## src/sv/evf_pkg.sv

```systemverilog
// ----------------------------------------------------------------------------
// Encoder velocity filter package
// Types, constants and helper functions shared by the velocity filter files.
// ----------------------------------------------------------------------------
package evf_pkg;

    localparam int LINES_PER_REV_DEF = 512;
    localparam int CHANNELS_DEF      = 2;

    // Widths of the data path.
    localparam int DIV_W  = 64;
    localparam int V_W    = 40;
    localparam int MINV_W = 27;
    localparam int THR_W  = 35;
    localparam int ADDR_W = 4;

    // Quarter turn (pi/2) times 1000 in Q20, two pi in Q16 and the low-pass scale.
    localparam logic [30:0] TICK_K    = 31'd1647099329;
    localparam logic [18:0] TWOPI_Q16 = 19'd411775;
    localparam logic [63:0] LPF_K     = 64'd100000;

    localparam logic signed [47:0] V_MAX48 = 48'sd549755813887;
    localparam logic signed [47:0] V_MIN48 = -48'sd549755813888;

    // Register indexes on the configuration port.
    localparam logic [1:0] REG_CUTOFF = 2'd0;
    localparam logic [1:0] REG_SPIKE  = 2'd1;
    localparam logic [1:0] REG_ZLOCK  = 2'd2;

    localparam logic [16:0] CUTOFF_RST = 17'd1500;
    localparam logic [15:0] SPIKE_RST  = 16'd768;
    localparam logic [4:0]  ZLOCK_RST  = 5'd2;

    typedef enum logic [4:0] {
        S_IDLE,
        S_LOAD,
        S_PREP,
        S_MINV,
        S_MINV_W,
        S_RAW,
        S_RAW_W,
        S_THR,
        S_MED,
        S_CLAMP,
        S_LOCK,
        S_W1,
        S_W2,
        S_BETA,
        S_BETA_W,
        S_STEP,
        S_STORE,
        S_OUT
    } t_state;

    function automatic logic signed [V_W-1:0] sat_v(input logic signed [47:0] v);
        logic signed [V_W-1:0] r;
        if (v > V_MAX48) begin
            r = V_MAX48[V_W-1:0];
        end else if (v < V_MIN48) begin
            r = V_MIN48[V_W-1:0];
        end else begin
            r = v[V_W-1:0];
        end
        return r;
    endfunction

    function automatic logic [V_W:0] abs_v(input logic signed [V_W:0] v);
        return v[V_W] ? (~v + 1'b1) : v;
    endfunction

endpackage

```

## src/sv/evf_div.sv

```systemverilog
// ----------------------------------------------------------------------------
// Encoder velocity filter divider
// Restoring unsigned divider, one quotient bit per cycle.
// ----------------------------------------------------------------------------
module evf_div (
    input  logic                       i_clk,
    input  logic                       i_rst_n,
    input  logic                       i_start,
    input  logic [evf_pkg::DIV_W-1:0]  i_dividend,
    input  logic [evf_pkg::DIV_W-1:0]  i_divisor,
    output logic                       o_done,
    output logic [evf_pkg::DIV_W-1:0]  o_quotient
);
    localparam int CNT_W = $clog2(evf_pkg::DIV_W + 1);

    logic [evf_pkg::DIV_W-1:0] r_rem;
    logic [evf_pkg::DIV_W-1:0] r_quo;
    logic [evf_pkg::DIV_W-1:0] r_dsr;
    logic [CNT_W-1:0]          r_cnt;
    logic                      r_busy;
    logic                      r_done;
    logic [evf_pkg::DIV_W:0]   rem_sh;
    logic [evf_pkg::DIV_W:0]   rem_sub;
    logic                      fits;

    always_comb begin
        rem_sh  = {r_rem, r_quo[evf_pkg::DIV_W-1]};
        rem_sub = rem_sh - {1'b0, r_dsr};
        fits    = (rem_sh >= {1'b0, r_dsr});
    end

    always_ff @(posedge i_clk) begin
        if (!i_rst_n) begin
            r_busy <= 1'b0;
            r_done <= 1'b0;
            r_cnt  <= '0;
        end else begin
            r_done <= 1'b0;
            if (i_start) begin
                r_busy <= 1'b1;
                r_cnt  <= '0;
            end else if (r_busy) begin
                r_cnt <= r_cnt + 1'b1;
                if (r_cnt == CNT_W'(evf_pkg::DIV_W - 1)) begin
                    r_busy <= 1'b0;
                    r_done <= 1'b1;
                end
            end
        end
    end

    always_ff @(posedge i_clk) begin
        if (i_start) begin
            r_rem <= '0;
            r_quo <= i_dividend;
            r_dsr <= i_divisor;
        end else if (r_busy) begin
            r_rem <= fits ? rem_sub[evf_pkg::DIV_W-1:0] : rem_sh[evf_pkg::DIV_W-1:0];
            r_quo <= {r_quo[evf_pkg::DIV_W-2:0], fits};
        end
    end

    assign o_done     = r_done;
    assign o_quotient = r_quo;
endmodule

```

## config.mk

```make
export PLATFORM = sky130hd
export DESIGN_NAME = evf_div
export DESIGN_NICKNAME = d
export VERILOG_FILES = /design/src/sv/evf_pkg.sv /design/src/sv/evf_div.sv
export SDC_FILE = /design/constraint.sdc
export NUM_CORES = 1
export LEC_CHECK = 0
export BUFFER_PORTS_ARGS = -buffer_cell sky130_fd_sc_hd__clkbuf_2
export CORE_MARGIN = 2
export CORE_UTILIZATION = 35
export DETAILED_ROUTE_END_ITERATION = 7
export GPL_ROUTABILITY_DRIVEN = 1
export GPL_TIMING_DRIVEN = 0
export PLACE_DENSITY_LB_ADDON = 0.05
export SLEW_MARGIN = 15
export SYNTH_ARGS = -nofsm -noshare
export SYNTH_HDL_FRONTEND = slang
export SYNTH_SLANG_ARGS = --single-unit
export TNS_END_PERCENT = 20
```

## constraint.sdc

```tcl
create_clock -name i_clk -period 3.6 [get_ports i_clk]
set_input_delay 0.18 -clock i_clk [delete_from_list [all_inputs] [get_ports i_clk]]
set_output_delay 0.18 -clock i_clk [all_outputs]
set_load 0.02 [all_outputs]
```

After elaboration in Yosys (flattened, before gate mapping). Cells that the tools add are included.

Order comparisons: 1. Equality and inequality tests: 1. Bitwise operators: 2. Mux-type cells: 7. $add $sub $neg: 2. Reductions and logical operators: 3. Divide/modulo/power cells: 0. Shifts and indexed selects: 0. Multiply operators: 0.

Operators with widths (count): $mux W64 (3); $ge A65 B64 Y1 (1); $sub A64 B64 Y64 (1); $add A7 B1 Y7 const B (1); $eq A7 B6 Y1 const B (1); $mux W1 (4); $reduce_or A3 Y1 (1); $not A1 Y1 (2); $reduce_bool A2 Y1 (1); $reduce_or A2 Y1 (1).

Register bits: 201. Latch bits: 0. Output and inout port bits: 65. RAM bits: 0. Bits in read-only memories: 0. Memories kept: 0. Input port bits: 131.

Logic depth before layout (Yosys ltp).
Word-level depth: 4. Gate-level depth with buffers: 15.

Worst setup path before layout. Ideal clock, no wire load.

Path kind: reg2reg. Start point: register r_quo, in the netlist o_quotient[63]. End point: register r_rem[56] in the netlist's numbering. Stages on the path, launching flop included: 15. Path slack: 0.246 ns. Arrival time: 3.274 ns. Path buffers: 0. Library setup time: 0.079 ns. Required time: 3.521 ns. Path through: edfxtp_1 -> inv_1 -> ha_1 -> fa_1 -> nor2b_2 -> o2111ai_1 -> a211oi_2 -> nor3_4 -> a2111oi_2 -> o21ai_2 -> o21ai_2 -> a21boi_2 -> o211a_1 -> or3_1 -> o211ai_1.

Longest elaborated chain between the ends: 2. Elaborated cells on any way between the ends: 3.

RTL lines: start, declared (RTL line evf_div.sv:17) `logic [evf_pkg::DIV_W-1:0] r_quo;`; start signal, assigned (RTL line evf_div.sv:55) `r_quo <= i_dividend;`; start signal, assigned (RTL line evf_div.sv:59) `r_quo <= {r_quo[evf_pkg::DIV_W-2:0], fits};`; $sub A64 B64 Y64 or $ge A65 B64 Y1 (tied branches) (RTL line evf_div.sv:28, evf_div.sv:29); $mux W64 (*) (RTL line evf_div.sv:58) `r_rem <= fits ? rem_sub[evf_pkg::DIV_W-1:0] : rem_sh[evf_pkg::DIV_W-1:0];`; end signal, assigned (RTL line evf_div.sv:58); end, declared (RTL line evf_div.sv:16) `logic [evf_pkg::DIV_W-1:0] r_rem;`.

Every way passes the cells marked *; elsewhere a longest branch is shown, timed or not. A chain may end at the register's enable or synchronous reset.

Worst setup path in the final report.
Start point: register r_quo, in the netlist o_quotient[63]. End point: register r_rem[62] in the netlist's numbering.

The elaborated chain is that of the path after synthesis.

==> flow_summary.rst <==
.. list-table::
   :header-rows: 1

   * - Metric
     - Value
   * - Outcome
     - finished clean
   * - Final count of hold timing violations
     - 0
   * - Non-filler instance count after layout
     - 2047
   * - Portion of total power attributed to the clock network
     - 34.8%
   * - Effective utilization at floorplan
     - 35.4%
   * - CTS tree
     - yes
   * - Port Buffers
     - 195
   * - End-of-flow core utilization
     - 48.0%
   * - Kind of capture point of the worst setup path
     - flip-flop
   * - Final number of max-transition violations
     - 0
   * - Vias per inst
     - 5.07
   * - Synthesized instance count
     - 1213
   * - Routed length per placed instance
     - 17.9 um
   * - Final net count
     - 1776
   * - Highest net fanout along the worst path
     - 4
   * - Post-Route WL
     - 36.7 mm
   * - Crit path from
     - o_quotient[63]
   * - Detail Placement HPWL
     - 25.8 mm
   * - Global placement routability congestion
     - 0.852
   * - Inserted Clock Buffers
     - 26
   * - Worst hold path stage count
     - 1
   * - Number of design rule violations left after detail routing
     - 0
   * - Number of distinct library cells after synthesis
     - 73
   * - First-pass GRT wire length
     - 58.5 mm
   * - Total design power
     - 7.64 mW
   * - Chip Height
     - 188 um
   * - Via count of the first global-routing pass
     - 10700
   * - Clock latency on the worst-skew pair
     - 0.57 ns
   * - Slew margin rel.
     - 33.3%
   * - Routed Antenna Nets
     - 0
   * - Number of antenna violations at the first check in global routing
     - 0
   * - Library cell occupying the most area in the post-synthesis netlist
     - sky130_fd_sc_hd__edfxtp_1
   * - CP required
     - 4.08 ns
   * - Floorplan Core Area
     - 33400 um2
   * - Critical register-to-register path endpoint
     - r_rem[62]
   * - Number of synthesized register bits
     - 201
   * - Internal power of the cells
     - 5.16 mW
   * - Classification of the worst setup path
     - flip-flop to flip-flop
   * - Cell total after placement
     - 1858
   * - Cell at the root of the clock tree
     - sky130_fd_sc_hd__clkbuf_16
   * - Number of top-level pins
     - 196
   * - Async S/R FF share, synth
     - 0%
   * - Clock transition at the registers of the reported paths
     - 0.06 ns
   * - Grt total ovfl
     - 0
   * - Worst-case reg-to-reg path depth
     - 15
   * - Max Cap Violations
     - 0
   * - Share of total power in sequential cells
     - 36.9%
   * - Share of layout cells above drive strength 1
     - 25.1%
   * - Reported net switching power
     - 2.48 mW
   * - P_leak
     - 6.77 nW
   * - Shortest clock period the worst path allows after layout
     - 3.60 ns
   * - Count of endpoints failing setup in the final report
     - 0
   * - Most instantiated flip-flop cell in the synthesis netlist
     - sky130_fd_sc_hd__edfxtp_1
   * - Kind of launch point of the worst setup path
     - flip-flop
   * - Cells taking the most area after synthesis
     - sky130_fd_sc_hd__edfxtp_1, sky130_fd_sc_hd__dfxtp_1, sky130_fd_sc_hd__ha_1
   * - Num Clock Sinks
     - 201
   * - Switching part of the total
     - 32.4%
   * - Startpoint of the worst register-to-register path
     - o_quotient[63]
   * - Worst-case clock buffer depth
     - 3
   * - Total routing resource utilization after global routing
     - 20.8%
   * - Areal power density over the cells
     - 477 nW/um2
   * - Worst clock skew on the final layout
     - 0.0185 ns
   * - RSZ-0062 raised after global routing
     - true
   * - Cell area after placement
     - 13400 um2
   * - Synthesized area per cell
     - 9.75 um2
   * - Class of the worst hold path
     - primary input to flip-flop
   * - Die width
     - 188 um
   * - Layout-stage area growth over the synthesis result
     - 35.4%
   * - H-tree Lvls
     - 1
   * - Cell row count
     - 67
   * - Yosys Warn Count
     - 0
   * - Count of TritonRoute iterations in the first routing pass
     - 5
   * - Slew @ Worst Pin
     - 1.00 ns
   * - Period Utilization, post-route
     - 99.9%
   * - Pin count of the biggest net entering global routing
     - 54
   * - Synthesized cell area
     - 11800 um2
   * - Combinational share of power
     - 28.3%
   * - Final cell area excluding filler cells
     - 16000 um2
   * - Number of flops mapped to enable cells by yosys
     - 128
   * - Starting DRC count in detailed routing
     - 553
   * - Hold-critical path endpoint
     - r_dsr[9]
   * - VDD IR-drop max
     - 0.405 mV
   * - Synth top area share
     - 32.5%
   * - Final antenna diode count
     - 0
   * - Achievable clock frequency
     - 278 MHz
   * - Worst setup slack for register-to-register paths
     - 0.002 ns
   * - Worst Min Path Start
     - i_start
   * - Net count of the mapped netlist
     - 1410
   * - Detailed-route via count
     - 10400
   * - Seq/Total Area, Yosys
     - 44.9%
   * - Die area
     - 35300 um2
   * - Data arrival time of the critical path
     - 4.08 ns
layout make-up:
cell class              count  area, um2
plain buffers              64        337
clock buffers              36        738
flip-flops and latches    201       5310
clock inverters            12        144
inverters                  82        310
fillers                  3280      17400
multi-input cells         864       6180
well taps                 448        561
repair buffers            340       2430
synthesized netlist by cell type, drive strengths merged, types with 3 or more instances:
cell type	number
clkbuf	40
nand3	16
nor2b	10
o2111ai	3
dfxtp	73
a311oi	6
a21o	34
a2111oi	3
edfxtp	128
nand4	22
o21bai	12
nand2	88
mux2	66
and2	5
o211ai	10
a31oi	9
mux2i	6
xor2	23
ha	65
nand2b	7
buf	27
o21ai	55
or3	7
nor2	122
a21oi	110
a211o	3
nor3	36
inv	82
o21a	6
and3	10
a31o	3
xnor2	39
a41oi	3
a21boi	4
a211oi	55
power by group through the flow:
stage                     Clock, mW  Sequential [mW]  Combinational (mW)
after global placement            0             2.86                1.90
after global routing           2.81             2.84                2.38
after CTS                      2.72             2.82                2.08
final                          2.66             2.82                2.16
after floorplan                   0             2.92                1.25
after detailed placement          0             2.86                1.91
cell families after synthesis:
logic type,count (synthesis),synth area share (%)
compound gates,330,18.4
xor+xnor,62,4.59
fa+ha+maj,66,7.05
buf+inv,149,5.36
flops,201,44.9
mux,72,6.79
simple gates,333,13.0
registers in the layout, summed over array words and instances (netlist names):
register and count:
r_cnt 7, r_rem 64, o_quotient 64, r_busy 1
r_dsr 64, o_done 1
routing by layer:
layer / routed length (um) / vias up / GRT usage [%]
li1: - / 5149 / -
met1: 17500 / 4905 / 28.6
met2: 16400 / 283 / 34.1
met3: 2040 / 45 / 4.08
met4: 716 / 0 / 4.51
met5: 0 / - / 0
layout by cell type, fill, tap and decap left out, types with 8 or more instances in the layout:
cell                            netlist  final
sky130_fd_sc_hd__buf_4                6     16
sky130_fd_sc_hd__nand2_1             88     88
sky130_fd_sc_hd__ha_1                65     61
sky130_fd_sc_hd__clkbuf_2             1    195
sky130_fd_sc_hd__edfxtp_1           128    128
sky130_fd_sc_hd__dfxtp_1             73     73
sky130_fd_sc_hd__o211ai_1             9      9
sky130_fd_sc_hd__nor2b_1              9      9
sky130_fd_sc_hd__nor3_1              33     32
sky130_fd_sc_hd__a21o_1              34     34
sky130_fd_sc_hd__a31oi_1              9      8
sky130_fd_sc_hd__o21bai_1            12     10
sky130_fd_sc_hd__nand4_1             22     22
sky130_fd_sc_hd__xor2_1              23     23
sky130_fd_sc_hd__inv_1               81     80
sky130_fd_sc_hd__clkbuf_1            39     41
sky130_fd_sc_hd__nor2_1             122    122
sky130_fd_sc_hd__clkbuf_16            0     26
sky130_fd_sc_hd__dlygate4sd3_1        0    129
sky130_fd_sc_hd__a21oi_1            108    103
sky130_fd_sc_hd__xnor2_1             39     39
sky130_fd_sc_hd__and3_1              10     10
sky130_fd_sc_hd__buf_2               17     16
sky130_fd_sc_hd__nand3_1             16     14
sky130_fd_sc_hd__o21ai_0             43     40
sky130_fd_sc_hd__o21ai_1              9     11
sky130_fd_sc_hd__a211oi_1            54     48
sky130_fd_sc_hd__mux2_2              66     66
worst max-delay path by stage:
stage                           endpoint
final                          r_rem[62]
after global routing           r_rem[62]
after CTS                      r_rem[51]
after detailed placement       r_rem[56]
after global placement    o_quotient[49]
after floorplan                r_rem[56]
worst max-delay path, cell delays in order, from the launching register on:
cell                        delay, ns
sky130_fd_sc_hd__edfxtp_1        0.43
sky130_fd_sc_hd__inv_1           0.09
sky130_fd_sc_hd__ha_2            0.20
sky130_fd_sc_hd__fa_2            0.24
sky130_fd_sc_hd__nor2b_4         0.06
sky130_fd_sc_hd__o2111ai_4       0.23
sky130_fd_sc_hd__a211oi_4        0.10
sky130_fd_sc_hd__nor3_4          0.30
sky130_fd_sc_hd__a2111oi_4       0.12
sky130_fd_sc_hd__buf_4           0.17
sky130_fd_sc_hd__o21ai_4         0.31
sky130_fd_sc_hd__o31ai_4         0.14
sky130_fd_sc_hd__a221o_1         0.35
sky130_fd_sc_hd__a21o_1          0.18
sky130_fd_sc_hd__or3b_4          0.39
sky130_fd_sc_hd__a311oi_2        0.20
metrics by stage:
step | TNS [ns] | setup slack [ns] | hold WS, ns
finish | 0 | 0.00238 | 0.179
global route | -0.324 | -0.0939 | 0.223
CTS | 0 | 0.000422 | 0.190
detailed placement | -9.18 | -0.324 | 0.359
global placement | -142.07 | -2.12 | 0.357
floorplan | 0 | 0.246 | 0.279
timing repair:
action                                 in CTS  in global routing
setup buffers                               6                  8
endpoints found under the hold margin     129                  0
pin swaps                                   7                 18
gates cloned                                0                  1
hold buffers                              129                  0
setup endpoints to repair                  57                 63
gates resized for setup                    24                 33
(Power assumes the default switching activity.)
